## src/rtl/core/rde_pkg.sv

```systemverilog
`timescale 1ns / 1ps

package rde_pkg;

    localparam int BURST_LIMIT_DEF = 8;
    localparam logic [31:0] SEED_DEF = 32'd1;

    localparam logic [31:0] LCG_MUL = 32'd1664525;
    localparam logic [31:0] LCG_ADD = 32'd1013904223;

    localparam logic [30:0] WAVE_MIN = 31'd3277;
    localparam logic [30:0] LIFE_MIN = 31'd655;

    localparam int QUEUE_DEPTH = 2;

    localparam int ADDR_W = 6;
    localparam logic [2:0] REG_ENABLED  = 3'd0;
    localparam logic [2:0] REG_RATE     = 3'd1;
    localparam logic [2:0] REG_HALF_X   = 3'd2;
    localparam logic [2:0] REG_HALF_Z   = 3'd3;
    localparam logic [2:0] REG_WAVE     = 3'd4;
    localparam logic [2:0] REG_SPEED    = 3'd5;
    localparam logic [2:0] REG_STRENGTH = 3'd6;
    localparam logic [2:0] REG_LIFE     = 3'd7;

    typedef struct packed {
        logic               enabled;
        logic signed [31:0] emit_rate;
        logic [31:0]        half_x;
        logic [31:0]        half_z;
        logic [3:0][63:0]   bounds;
    } t_cfg;

endpackage

```

## src/rtl/core/rde_queue.sv

```systemverilog
`timescale 1ns / 1ps

module rde_queue #(
    parameter int WIDTH = 4,
    parameter int DEPTH = rde_pkg::QUEUE_DEPTH,
    localparam int PW = $clog2(DEPTH),
    localparam int NW = $clog2(DEPTH + 1)
) (
    input  logic             i_clk,
    input  logic             i_rst_n,
    input  logic             i_push,
    input  logic [WIDTH-1:0] i_data,
    input  logic             i_pop,
    output logic [WIDTH-1:0] o_data,
    output logic             o_full,
    output logic             o_empty
);

    logic [WIDTH-1:0] r_mem [DEPTH];
    logic [PW-1:0]    r_wr;
    logic [PW-1:0]    r_rd;
    logic [NW-1:0]    r_cnt;

    assign o_full  = (r_cnt == NW'(DEPTH));
    assign o_empty = (r_cnt == '0);
    assign o_data  = r_mem[r_rd];

    always_ff @(posedge i_clk) begin
        if (!i_rst_n) begin
            r_wr  <= '0;
            r_rd  <= '0;
            r_cnt <= '0;
        end else begin
            if (i_push) begin
                r_wr <= (r_wr == PW'(DEPTH - 1)) ? '0 : r_wr + 1'b1;
            end
            if (i_pop) begin
                r_rd <= (r_rd == PW'(DEPTH - 1)) ? '0 : r_rd + 1'b1;
            end
            if (i_push && !i_pop) begin
                r_cnt <= r_cnt + 1'b1;
            end else if (!i_push && i_pop) begin
                r_cnt <= r_cnt - 1'b1;
            end
        end
    end

    always_ff @(posedge i_clk) begin
        if (i_push) begin
            r_mem[r_wr] <= i_data;
        end
    end

endmodule

```

## config.mk

```make
export PLATFORM = sky130hd
export DESIGN_NAME = rde_queue
export DESIGN_NICKNAME = d
export VERILOG_FILES = /design/src/rtl/core/rde_pkg.sv /design/src/rtl/core/rde_queue.sv
export SDC_FILE = /design/constraint.sdc
export NUM_CORES = 1
export LEC_CHECK = 0
export CAP_MARGIN = 10
export CORE_AREA = 2 2 39 41
export CTS_BUF_LIST = sky130_fd_sc_hd__clkbuf_4 sky130_fd_sc_hd__clkbuf_8 sky130_fd_sc_hd__clkbuf_16
export CTS_CLUSTER_SIZE = 25
export DETAILED_ROUTE_END_ITERATION = 12
export DIE_AREA = 0 0 41 43
export DONT_BUFFER_PORTS = 1
export SYNTH_ARGS = -nofsm -noshare
export SYNTH_HDL_FRONTEND = slang
export SYNTH_SLANG_ARGS = --single-unit
```

## constraint.sdc

```tcl
create_clock -name i_clk -period 1.2 [get_ports i_clk]
set_input_delay 0.18 -clock i_clk [delete_from_list [all_inputs] [get_ports i_clk]]
set_output_delay 0.18 -clock i_clk [all_outputs]
set_load 0.05 [all_outputs]
```

Yosys cells after proc, flatten, opt, wreduce, memory -nomap -nowiden
Memories as Yosys holds them, arrays and structs flattened. A register that Yosys moved wholly into a read port is not among the register bits. Cells that the tools add are included. W data, S select, Z words.

Reductions and logical operators: 6. Shift operators: 0. Eq/ne operators: 1. Divide/modulo/power cells: 0. $mul: 0. Order comparisons: 0. Mux-type cells: 8. $add $sub $neg: 4. Bitwise logic cells: 0.

Operators by type and width (number): $mux W1 (6); $mux W2 (2); $add A1 B1 Y1 const B (2); $add A2 B1 Y2 const B (1); $eq A2 B2 Y1 const B (1); $logic_and A1 B1 Y1 (2); $logic_not A1 Y1 (2); $logic_not A2 Y1 (1); $reduce_bool A2 Y1 (1); $sub A2 B1 Y2 const B (1).

Bits in writable memories: 8. Flip-flop bits (word level): 4. Input bits: 8. Latch bits: 0. Bits in read-only memories: 0. Memories: 1.

Memory list: r_mem (words 2, width 4, rd ports 1, clocked after Yosys merged registers in 1, wr ports 1, RTL line rde_queue.sv:19) `logic [WIDTH-1:0] r_mem [DEPTH];`.

Depth between registers and ports, before layout
Depth after elaboration: 4. Depth in mapped cells: 5.

Least setup slack after synthesis
OpenSTA, ideal clock, no wires.

Path kind: flip-flop to output port. From: register r_cnt[0]. To: output port o_empty. Slack: 29 ps. Arrival: 991 ps. Stages on the path, launching flop included: 2. Cells stage by stage: dfxtp_1 -> nor2_1.

Longest elaborated chain between the ends: 1.

Ends and longest elaborated chain: start: declaration (RTL line rde_queue.sv:22) `logic [NW-1:0] r_cnt;`; start signal: assignment (RTL line rde_queue.sv:41) `r_cnt <= r_cnt + 1'b1;`; start signal: assignment (RTL line rde_queue.sv:43) `r_cnt <= r_cnt - 1'b1;`; $logic_not A2 Y1 (RTL line rde_queue.sv:25) `assign o_empty = (r_cnt == '0);`; end: declaration (RTL line rde_queue.sv:16) `output logic o_empty`.

Every way passes these cells.

==> flow_summary.toml <==
[run_status]
status = "complete, but fails checks"
violations = "negative setup slack"

[global_routing]
grt_pass1_vias = 290
grt_start_max_net_pins = 8
globalRoute.totalOverflow = 0
antenna_found_initial = 0
grt.total_usage = 0.110
grt_pass1_wl_um = 1240

[timing]
finalSetupViolCount = 4
setup_tns_ns = -0.0442
rsz0062_at_grt = "true"
fin_ws_ns = -0.0129
max_freq_mhz = 824
finalHoldViolations = 0
skew_ns = 0.00210
timing.final.crit_share = 1.01
drv_slew = 0
worstMarginPinSlew_ns = 0.410
fin_crit_ns = 1.21
slew_headroom = 0.726

[setup_path]
r2r_start = "r_cnt[0]$_SDFFE_PN0P_"
slowest_delay_ns = 0.39
required_ns = 1.02
path_cells = "mux2_4"
endpoint_kind = "output port"
reg2regPathDepth = 3
slowest_stage = "mux2_4"
startpoint_type = "flip-flop"
crit_family = "multiplexers"
r2r_end = "r_cnt[1]$_SDFFE_PN0P_"
ff2ff_setup_slack_ns = 0.19
criticalPathCategory = "reg -> out"
arrival_ns = 1.03
crit_fanout = 4
crit_buf_inv = 0

[worst_hold_path]
min_delay_worst_endpoint = "r_wr$_SDFFE_PN0P_"
hold_class = "in -> reg"
hold_depth = 1
hp-start = "i_rst_n"

[routing]
antenna_left = 0
wl_per_cell_um = 11.5
viasPerCell = 4.71
drcViolationCount = 0
via_count = 278
drt_iter0_markers = 3
drt-total-wl_um = 677
dr.pass1.iters = 3

[floorplan]
rows = 14
dieArea_mm2 = 0.00176
io_pins = 14
core_mm2 = 0.00138
fp.dieH_um = 43
initial_utilization = 0.364
die_w_um = 41

[yosys]
syn_nets = 43
synth_cell_types = 15
synth_area_um2 = 504
postSynthAreaPerCell_um2 = 14.8
ys_seq_elements = 13
synth_seq_area_share = 0.675
synth_warnings = 0
synth_cells = 34

[finish]
post-route-util = 0.450
fin_cells = 59
final_layout_size_suffix_gt1_frac = 0.279
nNetsFinal = 53
antennaDiodeCount = 0
fill_cells = 125
syn_to_final_growth_pct = 23.6

[pwr]
p_per_area_mw_per_mm2 = 1630
p_leak_nw = 0.243
ir_drop_uv = 637

[clock_tree]
cts_sinks = 13
clockBufferDepth = 2
clock_latency_ns = 0.26
path_clk_slew_ns = 0.07
cts-root-buf = "clkbuf_4"
htreeDepth = 1
cts_buffers = 3
cts_tree = "yes"

[placed_design]
dp.cells = 51
gp_congestion = 0.577
io_buffers = 0

[flow_run]
max_cap_viol_count = 0
-- power breakdown --
part	switching (mW)	total, mW	internal (mW)
registers	0.0237	0.535	0.511
logic	0.132	0.213	0.0810
clock network	0.116	0.267	0.151
-- registers in the layout, summed over array words and instances, names as in the netlist, named ones only --
| register | flops |
|---|---|
| r_cnt | 2 |
| r_mem | 8 |
| r_rd | 1 |
| r_wr | 1 |
-- Yosys cell counts, drive strengths merged --
cell type	n	area [um^2]
edfxtp	8	240
dfxtp	5	100
and2	4	25.0
mux2	4	45.0
nor2b	2	12.5
xor2	2	17.5
a21boi	1	7.51
and2b	1	8.76
ha	1	12.5
inv	1	3.75
nor2	1	3.75
o21a	1	7.51
o21ai	1	5.00
or3	1	6.26
xnor2	1	8.76
-- layout make-up --
| class | instances | area (um^2) | area share |
|---|---|---|---|
| Sequential cell | 13 | 345 | 0.554 |
| Multi-Input combinational cell | 20 | 176 | 0.283 |
| Timing Repair Buffer | 5 | 47.5 | 0.0763 |
| Clock buffer | 4 | 30.0 | 0.0482 |
| Tap cell | 16 | 20.0 | 0.0321 |
| Inverter | 1 | 3.75 | 0.00602 |
-- placed cells by master, fill, tap and decap left out --
cell	instances
mux2_4	4
o21a_1	1
or3_1	1
xnor2_1	1
dfxtp_1	3
and2b_4	1
edfxtp_1	8
ha_1	1
clkbuf_4	4
and2_1	4
nor2b_1	2
o21ai_0	1
inv_1	1
dlygate4sd3_1	4
nor2_1	1
a21boi_1	1
dfxtp_4	1
buf_4	1
xor2_1	2
dfxtp_2	1
-- worst max-delay path by stage --
stage	start	endpoint	cells after the start
3_5_place_dp	i_pop	r_cnt[1]$_SDFFE_PN0P_	4
3_3_place_gp	i_pop	r_cnt[1]$_SDFFE_PN0P_	4
6_report	flip-flop	o_data[2]	1
2_1_floorplan	r_cnt[0]$_SDFFE_PN0P_	o_empty	1
4_1_cts	flip-flop	o_data[2]	1
5_1_grt	flip-flop	o_data[2]	1
-- through the flow --
step	worst slack [ns]	power, mW	hold WS (ns)	area (um^2)
after CTS	-0.0236	1.01	0.00509	581
after global routing	-0.0469	1.07	0.0184	623
after floorplan	0.0286	0.702	0.279	504
final	-0.0129	1.01	0.0344	623
after global placement	0.138	0.725	0.279	532
after detailed placement	0.0929	0.731	0.279	532
-- cells by family after synthesis --
| group | after synthesis | synth area share |
|---|---|---|
| buf+inv | 1 | 0.00744 |
| simple gates | 9 | 0.112 |
| xor+xnor | 3 | 0.0521 |
| fa+ha+maj | 1 | 0.0248 |
| flops | 13 | 0.675 |
| compound gates | 3 | 0.0397 |
| mux | 4 | 0.0893 |
-- worst register-to-register path: stages (launching register included) --
cell and delay (ns):
dfxtp_2 0.34, xor2_1 0.16, or3_1 0.30, a21boi_1 0.14
-- per-layer routing --
layer | global-route usage | share of wire | vias up
li1 | - | - | 138
met1 | 0.110 | 0.34 | 132
met2 | 0.175 | 0.59 | 6
met3 | 0.0366 | 0.050 | 2
met4 | 0.0800 | 0.015 | 0
met5 | 0 | 0 | -
-- repair_timing --
action | in CTS | in global routing
setup endpoints to repair | 4 | 5
endpoints found under the hold margin | 0 | 8
resized for setup | 6 | 2
hold buffers | 0 | 4
buffers inserted | 0 | 0
(Power assumes the default switching activity.)
