<file path="config.mk">
export PLATFORM = sky130hd
export DESIGN_NAME = rde_front_flat
export DESIGN_NICKNAME = d
export VERILOG_FILES = /design/src/rtl/core/rde_pkg.sv /design/src/rtl/core/rde_tick_if.sv /design/src/rtl/core/rde_front.sv /design/src/flat_wrapper.sv
export SDC_FILE = /design/constraint.sdc
export NUM_CORES = 2
export LEC_CHECK = 0
export BUFFER_PORTS_ARGS = -buffer_cell sky130_fd_sc_hd__clkbuf_2
export CAP_MARGIN = 40
export CORE_AREA = 8 8 245 305
export DETAILED_ROUTE_END_ITERATION = 12
export DIE_AREA = 0 0 253 313
export PLACE_DENSITY = 0.67
export SKIP_LAST_GASP = 1
export SYNTH_ARGS = -nofsm -noshare
export SYNTH_HDL_FRONTEND = slang
export SYNTH_SLANG_ARGS = --single-unit
</file>
<file path="constraint.sdc">
create_clock -name i_clk -period 10.15 [get_ports i_clk]
set_clock_uncertainty 0.15 [all_clocks]
set_input_delay 1.5225 -clock i_clk [delete_from_list [all_inputs] [get_ports i_clk]]
set_output_delay 1.5225 -clock i_clk [all_outputs]
set_load 0.005 [all_outputs]
</file>
<file path="src/rtl/core/rde_pkg.sv">
`timescale 1ns / 1ps

package rde_pkg;

    localparam int BURST_LIMIT_DEF = 8;
    localparam logic [31:0] SEED_DEF = 32'd1;

    localparam logic [31:0] LCG_MUL = 32'd1664525;
    localparam logic [31:0] LCG_ADD = 32'd1013904223;

    localparam logic [30:0] WAVE_MIN = 31'd3277;
    localparam logic [30:0] LIFE_MIN = 31'd655;

    localparam int QUEUE_DEPTH = 2;

    localparam int ADDR_W = 6;
    localparam logic [2:0] REG_ENABLED  = 3'd0;
    localparam logic [2:0] REG_RATE     = 3'd1;
    localparam logic [2:0] REG_HALF_X   = 3'd2;
    localparam logic [2:0] REG_HALF_Z   = 3'd3;
    localparam logic [2:0] REG_WAVE     = 3'd4;
    localparam logic [2:0] REG_SPEED    = 3'd5;
    localparam logic [2:0] REG_STRENGTH = 3'd6;
    localparam logic [2:0] REG_LIFE     = 3'd7;

    typedef struct packed {
        logic               enabled;
        logic signed [31:0] emit_rate;
        logic [31:0]        half_x;
        logic [31:0]        half_z;
        logic [3:0][63:0]   bounds;
    } t_cfg;

endpackage

</file>
<file path="src/rtl/core/rde_tick_if.sv">
`timescale 1ns / 1ps

interface rde_tick_if;
    logic               valid;
    logic               ready;
    logic signed [31:0] tick_seconds;

    modport source (output valid, output tick_seconds, input ready);
    modport sink (input valid, input tick_seconds, output ready);
endinterface

</file>
<file path="src/rtl/core/rde_front.sv">
`timescale 1ns / 1ps

module rde_front #(
    parameter int BURST_LIMIT = rde_pkg::BURST_LIMIT_DEF,
    localparam int CW = $clog2(BURST_LIMIT + 1)
) (
    input  logic             i_clk,
    input  logic             i_rst_n,
    input  rde_pkg::t_cfg    i_cfg,
    rde_tick_if.sink         i_tick,
    output logic             o_push,
    output logic [CW-1:0]    o_count,
    input  logic             i_full
);

    localparam int SW = 47;
    localparam logic [SW-1:0] CAP = SW'(longint'(BURST_LIMIT) << 16);

    logic          r_pend;
    logic [61:0]   r_prod;
    logic [15:0]   r_debt;

    logic          w_active;
    logic          w_take;
    logic          w_done;
    logic          w_nonzero;
    logic [SW-1:0] w_sum;
    logic [SW-1:0] w_sum_sat;

    assign i_tick.ready = !r_pend;
    assign w_take = i_tick.valid && i_tick.ready;

    assign w_active = i_cfg.enabled
        && !i_cfg.emit_rate[31] && (|i_cfg.emit_rate[30:0])
        && !i_tick.tick_seconds[31] && (|i_tick.tick_seconds[30:0]);

    assign w_sum     = SW'(r_prod[61:16]) + SW'(r_debt);
    assign w_sum_sat = (w_sum > CAP) ? CAP : w_sum;
    assign o_count   = w_sum_sat[16 +: CW];
    assign w_nonzero = |o_count;
    assign w_done    = r_pend && (!w_nonzero || !i_full);
    assign o_push    = r_pend && w_nonzero && !i_full;

    always_ff @(posedge i_clk) begin
        if (!i_rst_n) begin
            r_pend <= 1'b0;
            r_debt <= '0;
        end else begin
            if (w_take) begin
                r_pend <= w_active;
            end else if (w_done) begin
                r_pend <= 1'b0;
            end
            if (w_done) begin
                r_debt <= w_sum_sat[15:0];
            end
        end
    end

    always_ff @(posedge i_clk) begin
        if (w_take) begin
            r_prod <= 62'(i_cfg.emit_rate[30:0]) * 62'(i_tick.tick_seconds[30:0]);
        end
    end

endmodule

</file>
<file path="src/flat_wrapper.sv">
// flat-port wrapper written by rule: the top's interface ports become plain ports
module rde_front_flat 
#(
    parameter int BURST_LIMIT = rde_pkg::BURST_LIMIT_DEF,
    localparam int CW = $clog2(BURST_LIMIT + 1)
)
  (i_clk, i_rst_n, i_cfg, o_push, o_count, i_full, i_tick_valid, i_tick_tick_seconds, i_tick_ready);
  rde_tick_if i_tick_i ();
  input  logic i_clk;
  input  logic i_rst_n;
  input  rde_pkg::t_cfg i_cfg;
  output logic o_push;
  output logic [CW-1:0] o_count;
  input  logic i_full;
  input wire logic [$bits(i_tick_i.valid)-1:0] i_tick_valid;
  input wire logic [$bits(i_tick_i.tick_seconds)-1:0] i_tick_tick_seconds;
  output wire logic [$bits(i_tick_i.ready)-1:0] i_tick_ready;
  assign i_tick_i.valid = i_tick_valid;
  assign i_tick_i.tick_seconds = i_tick_tick_seconds;
  assign i_tick_ready = i_tick_i.ready;
  rde_front #(.BURST_LIMIT(BURST_LIMIT)) u_core (.i_clk(i_clk), .i_rst_n(i_rst_n), .i_cfg(i_cfg), .i_tick(i_tick_i), .o_push(o_push), .o_count(o_count), .i_full(i_full));
endmodule
</file>
### Yosys cells after proc, flatten, opt, wreduce, memory -nomap -nowiden

Cells that the tools add are included.

* multiplexer cells: 3
* $add $sub $neg: 1
* $mul: 1
* reduce and logical (&&, ||, !) cells: 18
* order comparisons: 1

Operators by type and width (number)
* $mul 31x31->62: 1
* $reduce_or 31->1: 2
* $add 46x16->47: 1
* $gt 47x20->1 const B: 1
* $mux 20: 1
* $logic_and 1x1->1: 8
* $logic_not 1->1: 5
* $reduce_or 4->1: 1
* $mux 1: 2
* $reduce_bool 2->1: 1
* $logic_or 1x1->1: 1

* bits of input ports: 389
* output and inout bits: 6
* flip-flop bits (word level): 79

### Logic depth before layout (Yosys ltp)

* depth in word-level cells: 9
* depth in mapped cells: 30
* gate-level depth less buffers: 29

### Worst setup path before layout

No wires, ideal clock.

* path type: in2reg
* start: input i_cfg[333] in the netlist's numbering
* end: register u_core.r_prod[60], data pin
* arrival time: 8.472 ns
* setup slack: 1.267 ns
* stages: 26
* library setup time: 0.261 ns
* required time: 9.739 ns
* path buffers: 1
* cell sequence: clkbuf_1 -> and2_1 -> fa_1 -> fa_1 -> fa_1 -> inv_1 -> fa_1 -> inv_1 -> fa_1 -> inv_1 -> fa_1 -> inv_1 -> fa_1 -> fa_1 -> ha_1 -> a21oi_1 -> o21ai_0 -> a221oi_1 -> nor2b_1 -> a311o_1 -> a21oi_1 -> or4_1 -> a211oi_1 -> o21bai_1 -> and2_1 -> o311a_1

* cells in the longest elaborated chain, start to end: 1

Ends and longest elaborated chain
* from (decl): line flat_wrapper.sv:11 `input rde_pkg::t_cfg i_cfg;`
* $mul 31x31->62: line rde_front.sv:62 `r_prod <= 62'(i_cfg.emit_rate[30:0]) * 62'(i_tick.tick_seconds[30:0]);`
* to (signal assigned): line rde_front.sv:62
* to (decl): line rde_front.sv:20 `logic [61:0] r_prod;`

Every way passes these cells.
A chain may end at the register's enable or synchronous reset.

### Worst setup path after layout

* start: input i_cfg[329] in the netlist's numbering
* end: register u_core.r_prod[60], data pin

The elaborated chain is that of the path after synthesis.

==> run summary <==
The H-tree was split into 3 levels. The largest single stage delay on the critical path is 560 ps. The region available for standard cell placement spans 70100 um2. Deepest clock path buffer count: 2. Share of cells above drive strength 1: 0.0581. For the area of the die, the log shows 79200 um2.

In the post-synthesis netlist, the biggest area contributors are fa_1 (49%), ha_1 (9.7%), inv_1 (9.1%), and2_1 (9.1%), nand2_1 (5.8%). The biggest fanout along the worst timing path is 16, and the hold buffer count at CTS is 0. Post-CTS repair changed the size of 0 cells. Post-CTS timing repair inserted 0 buffers for setup. Counting flops with a built-in enable in the synthesized netlist gives 46.

The tools report the count of final setup violators as 0. The run gives 0 as the max-slew violation total from the final report. CTS saw 63 sinks.

The average instance in the mapped netlist occupies 9.10 um2. TritonCTS built the clock tree. The overall track demand over capacity in global routing was 0.258. The number of synthesized register bits is 63. The startpoint identified for the worst register-to-register timing path is u_core.r_prod[31]. The portion of the clock cycle consumed by the worst path in the final layout is 0.920. The buffer type at the clock tree root is clkbuf_16. The tools report the initial antenna violation count as 3. The most repeated library cell on the critical path was fa_1. The wire length after detailed routing came out at 99300 um. Summed over all instances, the cell type with the most area after synthesis is fa_1. Number of buffer cells added on primary ports: 74. In this run the register-to-register setup slack is 5120 ps. The x dimension of the die is 253 um, and the number of placed instances, taps included is 4715. The most critical setup path has its endpoint at u_core.r_prod[60]. At the end of routability-driven placement, the weighted congestion stood at 0.924.

Max-cap violations in this run came to 0. Setup repair after global routing left no endpoint under its margin. Data on the critical path is required at its endpoint by 10080 ps.

The floorplan step set the die height to 313 um. Counting every net in the synthesized netlist gives 5289. The post-placement worst setup slack was 464 ps. The initial detailed-routing violation count is 1557.

The first global-routing pass estimated 158000 um of wire. The most critical setup path has its startpoint at i_cfg[329]. The count of nets left with antenna violations once routing finished came out at 0. Before antenna repair, the detailed router went through 6 iterations. The time the final worst path needs with I/O delays and setup is 9340 ps. The most used flip-flop cell after synthesis is edfxtp_1.

For this design, the slowest cell found on the critical path is fa_1. The flow ran to the end, and the final reports show no timing, DRC or antenna violations. The growth of design area from synthesis to finish is 5.60%, and the average via count per standard cell is 5.49.

Dividing the detail-routed wire length by the instance count gives 21.0 um. The worst-case headroom to the max-slew limit was 0.436. The aggregate global routing overflow is 0.

The logs give 75 for the count of cell types in the netlist and 9 for the number of buffers created by CTS. Entering global routing, the biggest net connects 48 pins. Across all layers, the routed design uses 26000 vias.

The kind of end point of the critical path is a flop. The logs give 28400 for the via count of the first global-routing pass and 109 for the cell row count. The run gives 3795 as the number of cells produced by synthesis.

Fraction of post-synthesis cell area in the top cell type by area: 0.485. For this design the top-level I/O count stands at 395. The tools report the filler-free cell count of the finished design as 4734.

The tools report the setup slack of the critical path after layout as 815 ps. The critical path is of the in -> reg type. The final-report hold violation count is 0, and the share of synthesized registers carrying an async set or reset is 0.

Derived from the worst setup path, the maximum achievable clock frequency is 107 MHz. Summed over all failing endpoints, the final setup total negative slack is 0 ps. For the worst-skew pair, the clock arrives at the later sink with an insertion delay of 330 ps. After clock tree synthesis, the clock-pin slew on the worst setup and hold paths is 50 ps. The tools report the post-detailed-route DRC marker count as 0.

Startpoint kind of the worst setup timing path: an input pin. Post-detailed-placement half-perimeter wirelength: 81900 um. The post-synthesis instance area is 34500 um2.

At the end of the flow, the number of nets in the layout was 5277. The arrival time of data at the critical path endpoint is 9260 ps, and the cell depth of the worst flop-to-flop path is 12. The tools report the count of warnings emitted by yosys as 0. The worst register-to-register path ends at u_core.r_debt[15]. The starting density of the core was 0.493; the sequential share of the synthesized area was 0.0498. In this run the worst hold path is classified as reg -> reg. For the pin with the worst max-slew slack, the measured transition is 847 ps.
## synthesized netlist by cell type, types with 22 or more instances
library cell / instances
nand4_1: 28
xnor2_1: 46
nor3_1: 24
edfxtp_1: 46
ha_1: 268
nor2_1: 47
inv_1: 840
xor2_1: 22
and2_1: 503
fa_1: 837
a21oi_1: 77
clkbuf_1: 196
a21o_1: 33
o21ai_0: 43
nand2_1: 535
nand3_1: 28
## state kept, by name, summed over array words and instances (netlist names)
signal / flops
u_core.r_prod: 46
u_core.r_debt: 16
u_core.r_pend: 1
## stage by stage
stage | util | cell area (um2) | hold slack [ps]
after CTS | 0.520 | 36500 | 321
after detailed placement | 0.516 | 36200 | 312
after floorplan | - | 34500 | 289
final | 0.520 | 36500 | 319
after global placement | 0.516 | 36200 | 304
after global routing | 0.520 | 36500 | 341
## cell families (layout without fill, tap and decap cells)
kind of cell,after synthesis,in the layout,share of synthesized area
AOI/OAI and AO/OA,262,262,0.0509
xor gates and xnor gates,68,68,0.0172
adders and majority gates,1105,1105,0.582
buffers and inverters,1049,1042,0.115
DFF,63,63,0.0498
muxes,6,6,0.00181
other,0,3,0
and+or+nand+nor,1242,1242,0.183
## cells in the final DEF (no fill, tap or decap), drive strengths merged, types with 20 or more instances in the layout
cell / instances
nor4: 20
clkbuf: 85
ha: 268
a21oi: 80
buf: 112
nor3: 24
nor2: 47
nand4: 29
xor2: 22
nand2: 535
nand3: 28
a21o: 33
inv: 840
and2: 503
edfxtp: 46
o21ai: 45
xnor2: 46
fa: 837
## routing by layer
layer	part of all wire	global-route usage
met1	0.38	0.313
met2	0.49	0.437
met3	0.064	0.0420
met4	0.064	0.135
met5	0.00013	0
## area by class of cell
class | count | area [um2]
Antenna cell | 3 | 7.51
Clock buffer | 11 | 233
Clock inverter | 5 | 50.0
Fill cell | 6625 | 33600
Inverter | 840 | 3150
Multi-Input combinational cell | 2683 | 28800
Sequential cell | 63 | 1720
Tap cell | 943 | 1180
Timing Repair Buffer | 186 | 1280
## how the worst min path moves through the flow
| stage | end | cells after the start | slack [ps] | startpoint |
|---|---|---|---|---|
| 6_report | u_core.r_debt[2] | 2 | 320 | u_core.r_debt[2] |
| 5_1_grt | u_core.r_debt[13] | 2 | 340 | u_core.r_debt[13] |
| 4_1_cts | u_core.r_debt[13] | 2 | 320 | u_core.r_debt[13] |
| 3_5_place_dp | u_core.r_debt[13] | 2 | 310 | u_core.r_debt[13] |
| 3_3_place_gp | u_core.r_debt[13] | 2 | 300 | u_core.r_debt[13] |
| 2_1_floorplan | u_core.r_debt[13] | 2 | 290 | u_core.r_debt[13] |
## worst max-delay path, delay by kind of cell
kind	cells	cell delay, ps
AOI/OAI and AO/OA	8	1350
adders and majority gates	9	4260
buffers and inverters	7	900
and+or+nand+nor	4	1200
Power is not shown: default switching activity piles up to over one toggle a cycle in this logic, so the estimate is an artifact.
