--- config.mk ---
export PLATFORM = sky130hd
export DESIGN_NAME = rde_back_flat
export DESIGN_NICKNAME = d
export VERILOG_FILES = /design/src/rtl/core/rde_pkg.sv /design/src/rtl/core/rde_ring_if.sv /design/src/rtl/core/rde_back.sv /design/src/flat_wrapper.sv
export SDC_FILE = /design/constraint.sdc
export NUM_CORES = 2
export LEC_CHECK = 0
export ABC_AREA = 1
export BUFFER_PORTS_ARGS = -buffer_cell sky130_fd_sc_hd__buf_2
export CAP_MARGIN = 30
export CORE_ASPECT_RATIO = 1.4
export CORE_MARGIN = 2
export CORE_UTILIZATION = 60
export CTS_CLUSTER_DIAMETER = 40
export DETAILED_ROUTE_END_ITERATION = 8
export PLACE_DENSITY = 0.82
export SYNTH_ARGS = -nofsm -noshare
export SYNTH_HDL_FRONTEND = slang
export SYNTH_SLANG_ARGS = --single-unit
--- constraint.sdc ---
create_clock -name i_clk -period 10.65 [get_ports i_clk]
set_input_delay 0 -clock i_clk [delete_from_list [all_inputs] [get_ports i_clk]]
set_output_delay 0 -clock i_clk [all_outputs]
set_load 0.03 [all_outputs]
--- src/rtl/core/rde_pkg.sv ---
`timescale 1ns / 1ps

package rde_pkg;

    localparam int BURST_LIMIT_DEF = 8;
    localparam logic [31:0] SEED_DEF = 32'd1;

    localparam logic [31:0] LCG_MUL = 32'd1664525;
    localparam logic [31:0] LCG_ADD = 32'd1013904223;

    localparam logic [30:0] WAVE_MIN = 31'd3277;
    localparam logic [30:0] LIFE_MIN = 31'd655;

    localparam int QUEUE_DEPTH = 2;

    localparam int ADDR_W = 6;
    localparam logic [2:0] REG_ENABLED  = 3'd0;
    localparam logic [2:0] REG_RATE     = 3'd1;
    localparam logic [2:0] REG_HALF_X   = 3'd2;
    localparam logic [2:0] REG_HALF_Z   = 3'd3;
    localparam logic [2:0] REG_WAVE     = 3'd4;
    localparam logic [2:0] REG_SPEED    = 3'd5;
    localparam logic [2:0] REG_STRENGTH = 3'd6;
    localparam logic [2:0] REG_LIFE     = 3'd7;

    typedef struct packed {
        logic               enabled;
        logic signed [31:0] emit_rate;
        logic [31:0]        half_x;
        logic [31:0]        half_z;
        logic [3:0][63:0]   bounds;
    } t_cfg;

endpackage

--- src/rtl/core/rde_ring_if.sv ---
`timescale 1ns / 1ps

interface rde_ring_if;
    logic               valid;
    logic               ready;
    logic signed [31:0] centre_x;
    logic signed [31:0] centre_z;
    logic [30:0]        ring_wavelength;
    logic signed [31:0] ring_speed;
    logic [30:0]        ring_strength;
    logic [30:0]        ring_lifetime;
    logic               last_ring;

    modport source (
        output valid, output centre_x, output centre_z, output ring_wavelength,
        output ring_speed, output ring_strength, output ring_lifetime,
        output last_ring, input ready
    );
    modport sink (
        input valid, input centre_x, input centre_z, input ring_wavelength,
        input ring_speed, input ring_strength, input ring_lifetime,
        input last_ring, output ready
    );
endinterface

--- src/rtl/core/rde_back.sv ---
`timescale 1ns / 1ps

module rde_back #(
    parameter int BURST_LIMIT = rde_pkg::BURST_LIMIT_DEF,
    parameter logic [31:0] SEED = rde_pkg::SEED_DEF,
    localparam int CW = $clog2(BURST_LIMIT + 1)
) (
    input  logic          i_clk,
    input  logic          i_rst_n,
    input  rde_pkg::t_cfg i_cfg,
    input  logic          i_empty,
    input  logic [CW-1:0] i_count,
    output logic          o_pop,
    rde_ring_if.source    o_ring
);

    localparam logic [1:0] S_IDLE = 2'd0;
    localparam logic [1:0] S_DRAW = 2'd1;
    localparam logic [1:0] S_SHOW = 2'd2;

    localparam logic [2:0] DRAW_CX = 3'd0;
    localparam logic [2:0] DRAW_CZ = 3'd1;
    localparam logic [2:0] DRAW_WL = 3'd2;
    localparam logic [2:0] DRAW_SP = 3'd3;
    localparam logic [2:0] DRAW_ST = 3'd4;
    localparam logic [2:0] DRAW_LT = 3'd5;

    localparam logic [1:0] PH_STEP = 2'd0;
    localparam logic [1:0] PH_MUL  = 2'd1;
    localparam logic [1:0] PH_FOLD = 2'd2;
    localparam logic [1:0] PH_DONE = 2'd3;

    logic [1:0]         r_state;
    logic [CW-1:0]      r_left;
    logic [2:0]         r_draw;
    logic [1:0]         r_phase;
    logic [31:0]        r_lcg;

    logic [47:0]        r_prod;
    logic               r_neg;
    logic signed [31:0] r_base;
    logic [31:0]        r_q0;
    logic [32:0]        r_y;

    logic signed [31:0] r_cx;
    logic signed [31:0] r_cz;
    logic [30:0]        r_wl;
    logic signed [31:0] r_sp;
    logic [30:0]        r_st;
    logic [30:0]        r_lt;

    logic [15:0]        w_u;
    logic [16:0]        w_twice;
    logic               w_centre;
    logic [1:0]         w_bidx;
    logic [63:0]        w_bnd;
    logic signed [31:0] w_a;
    logic signed [31:0] w_b;
    logic signed [31:0] w_lo;
    logic signed [31:0] w_hi;
    logic [32:0]        w_span;
    logic [31:0]        w_half;
    logic [31:0]        w_mag;
    logic [15:0]        w_fc;
    logic [31:0]        w_mspan;
    logic [15:0]        w_f;

    logic [16:0]        w_y1;
    logic [17:0]        w_z;
    logic [1:0]         w_corr;
    logic [32:0]        w_q;
    logic signed [33:0] w_qs;
    logic signed [33:0] w_base34;
    logic signed [33:0] w_v;

    // Operand selection for the multiply phase.
    assign w_u      = r_lcg[23:8];
    assign w_twice  = {w_u, 1'b0};
    assign w_centre = (r_draw == DRAW_CX) || (r_draw == DRAW_CZ);
    assign w_bidx   = 2'(r_draw - DRAW_WL);
    assign w_bnd    = i_cfg.bounds[w_bidx];
    assign w_a      = w_bnd[31:0];
    assign w_b      = w_bnd[63:32];
    assign w_lo     = (w_a < w_b) ? w_a : w_b;
    assign w_hi     = (w_a < w_b) ? w_b : w_a;
    assign w_span   = {w_hi[31], w_hi} - {w_lo[31], w_lo};
    assign w_half   = (r_draw == DRAW_CX) ? i_cfg.half_x : i_cfg.half_z;
    assign w_mag    = w_half[31] ? (~w_half + 32'd1) : w_half;
    assign w_fc     = w_u[15] ? 16'(w_twice - 17'd65535) : 16'(17'd65535 - w_twice);
    assign w_mspan  = w_centre ? w_mag : w_span[31:0];
    assign w_f      = w_centre ? w_fc : w_u;

    // The product divided by 65535, folded twice in sixteen-bit digits.
    assign w_y1     = r_y[32:16];
    assign w_z      = 18'(w_y1) + 18'(r_y[15:0]);
    assign w_corr   = (w_z >= 18'd131070) ? 2'd2 : ((w_z >= 18'd65535) ? 2'd1 : 2'd0);
    assign w_q      = 33'(r_q0) + 33'(w_y1) + 33'(w_corr);
    assign w_qs     = $signed({1'b0, w_q});
    assign w_base34 = {{2{r_base[31]}}, r_base};
    assign w_v      = w_base34 + (r_neg ? -w_qs : w_qs);

    assign o_pop = (r_state == S_IDLE) && !i_empty;

    assign o_ring.valid           = (r_state == S_SHOW);
    assign o_ring.centre_x        = r_cx;
    assign o_ring.centre_z        = r_cz;
    assign o_ring.ring_wavelength = r_wl;
    assign o_ring.ring_speed      = r_sp;
    assign o_ring.ring_strength   = r_st;
    assign o_ring.ring_lifetime   = r_lt;
    assign o_ring.last_ring       = (r_left == CW'(1));

    always_ff @(posedge i_clk) begin
        if (!i_rst_n) begin
            r_state <= S_IDLE;
            r_left  <= '0;
            r_draw  <= DRAW_CX;
            r_phase <= PH_STEP;
            r_lcg   <= SEED;
        end else begin
            unique case (r_state)
                S_IDLE: begin
                    if (!i_empty) begin
                        r_left  <= i_count;
                        r_draw  <= DRAW_CX;
                        r_phase <= PH_STEP;
                        r_state <= S_DRAW;
                    end
                end
                S_DRAW: begin
                    r_phase <= r_phase + 2'd1;
                    if (r_phase == PH_STEP) begin
                        r_lcg <= r_lcg * rde_pkg::LCG_MUL + rde_pkg::LCG_ADD;
                    end
                    if (r_phase == PH_DONE) begin
                        if (r_draw == DRAW_LT) begin
                            r_draw  <= DRAW_CX;
                            r_state <= S_SHOW;
                        end else begin
                            r_draw <= r_draw + 3'd1;
                        end
                    end
                end
                S_SHOW: begin
                    if (o_ring.ready) begin
                        if (r_left == CW'(1)) begin
                            r_state <= S_IDLE;
                        end else begin
                            r_left  <= r_left - CW'(1);
                            r_phase <= PH_STEP;
                            r_state <= S_DRAW;
                        end
                    end
                end
                default: begin
                    r_state <= S_IDLE;
                end
            endcase
        end
    end

    always_ff @(posedge i_clk) begin
        if (r_state == S_DRAW) begin
            if (r_phase == PH_MUL) begin
                r_prod <= 48'(w_mspan) * 48'(w_f);
                r_neg  <= w_centre && !w_u[15];
                r_base <= w_centre ? 32'sd0 : w_lo;
            end
            if (r_phase == PH_FOLD) begin
                r_q0 <= r_prod[47:16];
                r_y  <= 33'(r_prod[47:16]) + 33'(r_prod[15:0]);
            end
            if (r_phase == PH_DONE) begin
                unique case (r_draw)
                    DRAW_CX: begin
                        r_cx <= (w_v > 34'sd2147483647) ? 32'h7FFF_FFFF : w_v[31:0];
                    end
                    DRAW_CZ: begin
                        r_cz <= (w_v > 34'sd2147483647) ? 32'h7FFF_FFFF : w_v[31:0];
                    end
                    DRAW_WL: begin
                        r_wl <= (w_v < $signed({3'b000, rde_pkg::WAVE_MIN}))
                            ? rde_pkg::WAVE_MIN : w_v[30:0];
                    end
                    DRAW_SP: begin
                        r_sp <= w_v[31:0];
                    end
                    DRAW_ST: begin
                        r_st <= (w_v < 34'sd0) ? 31'd0 : w_v[30:0];
                    end
                    DRAW_LT: begin
                        r_lt <= (w_v < $signed({3'b000, rde_pkg::LIFE_MIN}))
                            ? rde_pkg::LIFE_MIN : w_v[30:0];
                    end
                    default: begin
                        r_sp <= r_sp;
                    end
                endcase
            end
        end
    end

endmodule

--- src/flat_wrapper.sv ---
// flat-port wrapper written by rule: the top's interface ports become plain ports
module rde_back_flat 
#(
    parameter int BURST_LIMIT = rde_pkg::BURST_LIMIT_DEF,
    parameter logic [31:0] SEED = rde_pkg::SEED_DEF,
    localparam int CW = $clog2(BURST_LIMIT + 1)
)
  (i_clk, i_rst_n, i_cfg, i_empty, i_count, o_pop, o_ring_valid, o_ring_centre_x, o_ring_centre_z, o_ring_ring_wavelength, o_ring_ring_speed, o_ring_ring_strength, o_ring_ring_lifetime, o_ring_last_ring, o_ring_ready);
  rde_ring_if o_ring_i ();
  input  logic i_clk;
  input  logic i_rst_n;
  input  rde_pkg::t_cfg i_cfg;
  input  logic i_empty;
  input  logic [CW-1:0] i_count;
  output logic o_pop;
  output wire logic [$bits(o_ring_i.valid)-1:0] o_ring_valid;
  output wire logic [$bits(o_ring_i.centre_x)-1:0] o_ring_centre_x;
  output wire logic [$bits(o_ring_i.centre_z)-1:0] o_ring_centre_z;
  output wire logic [$bits(o_ring_i.ring_wavelength)-1:0] o_ring_ring_wavelength;
  output wire logic [$bits(o_ring_i.ring_speed)-1:0] o_ring_ring_speed;
  output wire logic [$bits(o_ring_i.ring_strength)-1:0] o_ring_ring_strength;
  output wire logic [$bits(o_ring_i.ring_lifetime)-1:0] o_ring_ring_lifetime;
  output wire logic [$bits(o_ring_i.last_ring)-1:0] o_ring_last_ring;
  input wire logic [$bits(o_ring_i.ready)-1:0] o_ring_ready;
  assign o_ring_valid = o_ring_i.valid;
  assign o_ring_centre_x = o_ring_i.centre_x;
  assign o_ring_centre_z = o_ring_i.centre_z;
  assign o_ring_ring_wavelength = o_ring_i.ring_wavelength;
  assign o_ring_ring_speed = o_ring_i.ring_speed;
  assign o_ring_ring_strength = o_ring_i.ring_strength;
  assign o_ring_ring_lifetime = o_ring_i.ring_lifetime;
  assign o_ring_last_ring = o_ring_i.last_ring;
  assign o_ring_i.ready = o_ring_ready;
  rde_back #(.BURST_LIMIT(BURST_LIMIT), .SEED(SEED)) u_core (.i_clk(i_clk), .i_rst_n(i_rst_n), .i_cfg(i_cfg), .i_empty(i_empty), .i_count(i_count), .o_pop(o_pop), .o_ring(o_ring_i));
endmodule
# After elaboration in Yosys (flattened, before gate mapping)
# Cells that the tools add are included.
# totals
ff_bits	378
output_inout_bits	192
in_bits	361
elab_cells	113
# op_classes
eq_ne	16
magnitude_cmp	8
muxes	31
bitwise_logic	1
mul	2
addsub	15
reduce_logical	24
# op_table
op	count
2-to-1 mux 32 bit	6
binary-select mux 64 bit (select 2 bit)	1
2-to-1 mux 64 bit	1
multiplier 32 x 16 -> 48 bit	1
adder 32 x 34 -> 34 bit	1
> comparator 34 x 32 -> 1 bit (second input constant)	1
< comparator 34 x 1 -> 1 bit (second input constant)	1
< comparator 34 x 11 -> 1 bit (second input constant)	1
< comparator 34 x 13 -> 1 bit (second input constant)	1
2-to-1 mux 34 bit	1
negator 33 -> 34 bit	1
adder 32 x 16 -> 33 bit	1
adder 32 x 17 -> 33 bit	1
adder 33 x 2 -> 33 bit	1
adder 32 x 1 -> 32 bit (second input constant)	1
adder 32 x 30 -> 32 bit (second input constant)	1
< comparator 32 bit	1
multiplier 32 x 21 -> 32 bit (second input constant)	1
2-to-1 mux 16 bit	2
NOT 32 bit	1
subtractor 32 bit	1
AND reduction 3 bit	7
adder 17 x 16 -> 18 bit	1
greater-or-equal comparator 18 x 16 -> 1 bit (second input constant)	1
other kinds (32)	61

# Longest topological paths before layout
# depth
ltp_word	10
ltp_mapped	62
ltp_nobuf	61

# Worst setup path after synthesis
# Ideal clock, no wire load.
# synth_path
path_type	register to register
startpoint	reg u_core.r_draw[1]
endpoint	reg u_core.r_prod[45] (data pin)
arrival_time_ns	9.285
path_stages_with_launch	57
n_path_buf	3
period_less_slack_ns	9.551
setup_slack_ns	1.099
setup_ns	0.266
required_time_ns	10.384
cell_sequence	dfxtp_1 inv_1 nand2_1 inv_2 buf_2 buf_2 a22o_1 a221oi_1 inv_1 ha_1 nand2_1 nor2_1 nand2_1 inv_1 a21oi_1 nand2_2 nand2_2 nand2_4 [21 not listed] inv_1 fa_1 inv_1 fa_1 inv_1 fa_1 ha_1 a21oi_1 o21ai_0 a21oi_1 o21ai_0 a21oi_1 o31ai_1 a21boi_0 o21ai_0 nand3_1 o2111ai_1 xor2_1
# synth_between
elab_chain_len	8
elab_cells_between_ends	17
cone_classes	add/sub: 3; mul: 1; order compare: 1; eq/ne: 1; mux: 8; bitwise: 1; reduce/logical: 2
# synth_lines
element	line_no	rtl
start: declaration	rde_back.sv:35	logic [2:0] r_draw;
start signal: assignment	rde_back.sv:140	r_draw <= r_draw + 3'd1;
subtractor 2 bit	rde_back.sv:80	assign w_bidx = 2'(r_draw - DRAW_WL);
binary-select mux 64 bit (select 2 bit)	rde_back.sv:81	assign w_bnd = i_cfg.bounds[w_bidx];
2-to-1 mux 64 bit (implied by the code)	rde_back.sv:81	
< comparator 32 bit	rde_back.sv:84, rde_back.sv:85	
2-to-1 mux 32 bit, on equally long branches	rde_back.sv:85, rde_back.sv:84	
subtractor 32 bit	rde_back.sv:86	assign w_span = {w_hi[31], w_hi} - {w_lo[31], w_lo};
2-to-1 mux 32 bit	rde_back.sv:90	assign w_mspan = w_centre ? w_mag : w_span[31:0];
multiplier 32 x 16 -> 48 bit *	rde_back.sv:165	r_prod <= 48'(w_mspan) * 48'(w_f);
end signal: assignment	rde_back.sv:165	
end: declaration	rde_back.sv:39	logic [47:0] r_prod;
# Mark *: on every way between the ends. The rest lies on a longest branch, timed or not. The select of a mux whose other input is x is not followed.
# A chain may end at the register's enable or synchronous reset.

# Worst setup path in the final report
# layout_path
startpoint	reg u_core.r_draw[0]
endpoint	reg u_core.r_prod[44] (data pin)
# Same word-level chain as after synthesis.

==> impl_metrics.env <==
export IMPL_status="finished clean"
export IMPL_relSlewSlack=0.269
export IMPL_max_freq_mhz=97.7
export IMPL_wl_mm=163
export IMPL_worstPathMaxFanout=26
export IMPL_tightestPinTransition_ns=1.09
export IMPL_grt_pass1_vias=44200
export IMPL_ys_warn_count=0
export IMPL_cts_root_buffer="clkbuf_16"
export IMPL_grt_max_degree=75
export IMPL_cp_buffers_inverters=17
export IMPL_worstSetupStartpointType="flop"
export IMPL_core_area_mm2=0.0750
export IMPL_wl_per_cell_um=22.1
export IMPL_grt_ovfl_total=0
export IMPL_start_util=0.604
export IMPL_port_buffers=519
export IMPL_hold_slack_ns=0.0326
export IMPL_synth_cell_types=63
export IMPL_ctsHtreeMaxLevel=2
export IMPL_insertion_delay_ns=0.63
export IMPL_dpl_instance_area_mm2=0.0514
export IMPL_antenna_found_initial=15
export IMPL_met3_length_mm=12.3
export IMPL_synth_compound_area_frac=0.0913
export IMPL_placementRows=119
export IMPL_synth_ff_type="edfxtp_1"
export IMPL_post_cts_buffers=0
export IMPL_gp_congestion=1.08
export IMPL_fin_nets=7612
export IMPL_path_common_cell="nand2_1"
export IMPL_clk_path_buf_depth=3
export IMPL_min_period_ns=10.24
export IMPL_slowest_delay_ns=0.56
export IMPL_areaGrowthSynthToFinish_pct=18.3
export IMPL_hold_class="in2reg"
export IMPL_wl_met2_mm=79.0
export IMPL_viasPerCell=5.76
export IMPL_cp_end_kind="flop"
export IMPL_syn_inst=5567
export IMPL_drtIter0Drc=3251
export IMPL_routed_top_layer="met4"
export IMPL_synth_nets=6798
export IMPL_final_area_mm2=0.0537
export IMPL_drive_above_1_share=0.178
export IMPL_dieArea_mm2=0.0779
export IMPL_die_y_um=329
export IMPL_m1WireLength_mm=54.2
export IMPL_finalClockSkew_ns=0.0491
export IMPL_setup_viol=0
export IMPL_firstDrtPassIters=8
export IMPL_synth_top_family_by_area="adder cells"
export IMPL_synth_adder_area_share=0.323
export IMPL_ys_seq_elements=370
export IMPL_maxCapViolCount=0
export IMPL_cp_slowest_cell="fa_1"
export IMPL_yosysSeqAreaShare=0.237
export IMPL_critPathKind="reg2reg"
export IMPL_cts_sinks=370
export IMPL_rsz0062_at_grt="yes"
export IMPL_drv_slew=0
export IMPL_hpwl_mm=135
export IMPL_arrival_ns=10.58
export IMPL_synth_xor_area_share=0.0423
export IMPL_synth_edf_count=335
export IMPL_avgSynthCellArea_um2=8.15
export IMPL_clkTransAtPathRegs_ns=0.07
export IMPL_numCtsBuffers=46
export IMPL_cts_tree="done"
export IMPL_grt_usage=0.421
export IMPL_ys_async_sr_fraction=0
export IMPL_period_share=0.961
export IMPL_vias=42600
export IMPL_worstPathRequired_ns=10.99
export IMPL_die_x_um=236
export IMPL_synth_mux_area_frac=0.00110
export IMPL_synth_area_mm2=0.0454
export IMPL_grt_pass1_wl_mm=246
export IMPL_finalHoldViolations=0
export IMPL_synth_simple_area_share=0.197
export IMPL_io_pins=553
export IMPL_cp_top_family="adder cells"
export IMPL_drc=0
export IMPL_postRouteAntennaNets=0
==> repair_timing <==
action	4_1_cts	5_1_grt
pin swaps	0	3
gates resized for setup	1	86
hold buffers	33	0
setup endpoints to repair	7	54
hold endpoints to repair	30	0
==> layout by cell type (no fill, tap or decap), types with 20 or more instances in the layout <==
cell type	instances
nand3_2	20
nand2_2	29
edfxtp_1	335
nor3_1	37
nand4_1	45
xnor2_1	79
clkbuf_16	46
dlygate4sd3_1	33
ha_1	368
xor2_1	140
o21ai_0	168
buf_2	519
inv_2	23
buf_4	344
nand3_1	263
a22o_1	38
nor2_1	483
nand2_1	1178
o21ai_1	37
dfxtp_1	34
fa_1	501
a21oi_1	281
inv_1	1087
==> cell usage after synthesis, types with 16 or more instances <==
master	count	area [µm²]
a21oi_1	289	1450
a221oi_1	37	324
a22o_1	38	333
buf_2	45	225
clkbuf_1	76	285
dfxtp_1	35	701
edfxtp_1	335	10100
fa_1	501	10000
ha_1	369	4620
inv_1	1092	4100
inv_2	21	78.8
nand2_1	1187	4460
nand2_2	20	125
nand3_1	267	1340
nand3_2	16	160
nand4_1	45	282
nor2_1	492	1850
nor2_2	17	106
nor3_1	40	200
o21ai_0	186	931
o21ai_1	29	145
o21bai_1	16	120
xnor2_1	79	692
xor2_1	140	1230
==> final cells by class <==
| type | count | area, µm² |
|---|---|---|
| multi-input combinational | 3928 | 30100 |
| antenna | 9 | 22.5 |
| fill | 6009 | 21400 |
| tap | 968 | 1210 |
| sequential | 370 | 10800 |
| clock buffer | 49 | 1160 |
| clock inverter | 35 | 369 |
| timing repair buffer | 916 | 5880 |
| inverter | 1119 | 4210 |
==> stage by stage <==
stage,utilization,setup TNS [ns],setup slack [ns],instances
final,0.715,0,0.410,7394
after global routing,0.715,-0.362,-0.0999,7391
after CTS,0.710,0,0.0104,7383
after detailed placement,0.685,-0.0516,-0.0362,7266
after global placement,0.684,0,0.0415,7261
after floorplan,-,0,1.10,5567
==> registers in the layout, summed over array words and instances, names as in the netlist <==
signal,count
u_core.o_ring.ring_strength,31
u_core.r_draw,3
u_core.o_ring.ring_lifetime,31
u_core.o_ring.centre_x,32
u_core.r_phase,2
u_core.r_base,32
u_core.r_q0,32
u_core.o_ring.ring_speed,32
u_core.r_lcg,24
u_core.r_y,33
u_core.r_state,2
u_core.r_neg,1
u_core.r_left,4
u_core.o_ring.centre_z,32
u_core.o_ring.ring_wavelength,31
u_core.r_prod,48
==> worst paths after layout <==
check / startpoint / end / slack, ns / cells after the start
worst max-delay path: u_core.r_draw[0]$_SDFFE_PN0P_ / u_core.r_prod[44]$_DFFE_PP_ / 0.41 / 51
worst min-delay path: i_cfg[116] / u_core.r_base[20]$_SDFFCE_PN0P_ / 0.03 / 6
worst max register to register: u_core.r_draw[0]$_SDFFE_PN0P_ / u_core.r_prod[44]$_DFFE_PP_ / 0.41 / 51
worst min register to register: u_core.r_prod[28]$_DFFE_PP_ / u_core.r_q0[12]$_DFFE_PP_ / 0.46 / 0
==> per-layer routing <==
layer,up-vias,track usage
li1,19300,-
met1,20200,0.436
met2,2304,0.736
met3,815,0.0739
met4,0,0.373
met5,-,0
==> tightest hold or removal path, cell delays in order <==
cell and delay (ns):
buf_2 0.09, a221oi_2 0.08, buf_4 0.14, inv_1 0.05, nand2_1 0.06, a21oi_1 0.11
==> kinds of logic (layout without fill, tap and decap cells) <==
group,Yosys count,in the layout
flip-flops,370,370
AND/OR/NAND/NOR,2133,2133
multiplexers,5,5
buffers and inverters,1269,2119
XOR/XNOR,219,219
other,0,9
AO/OA/AOI/OAI,701,701
adder cells (fa/ha/maj),870,870
Power is not shown: default switching activity piles up to over one toggle a cycle in this logic, so the estimate is an artifact.
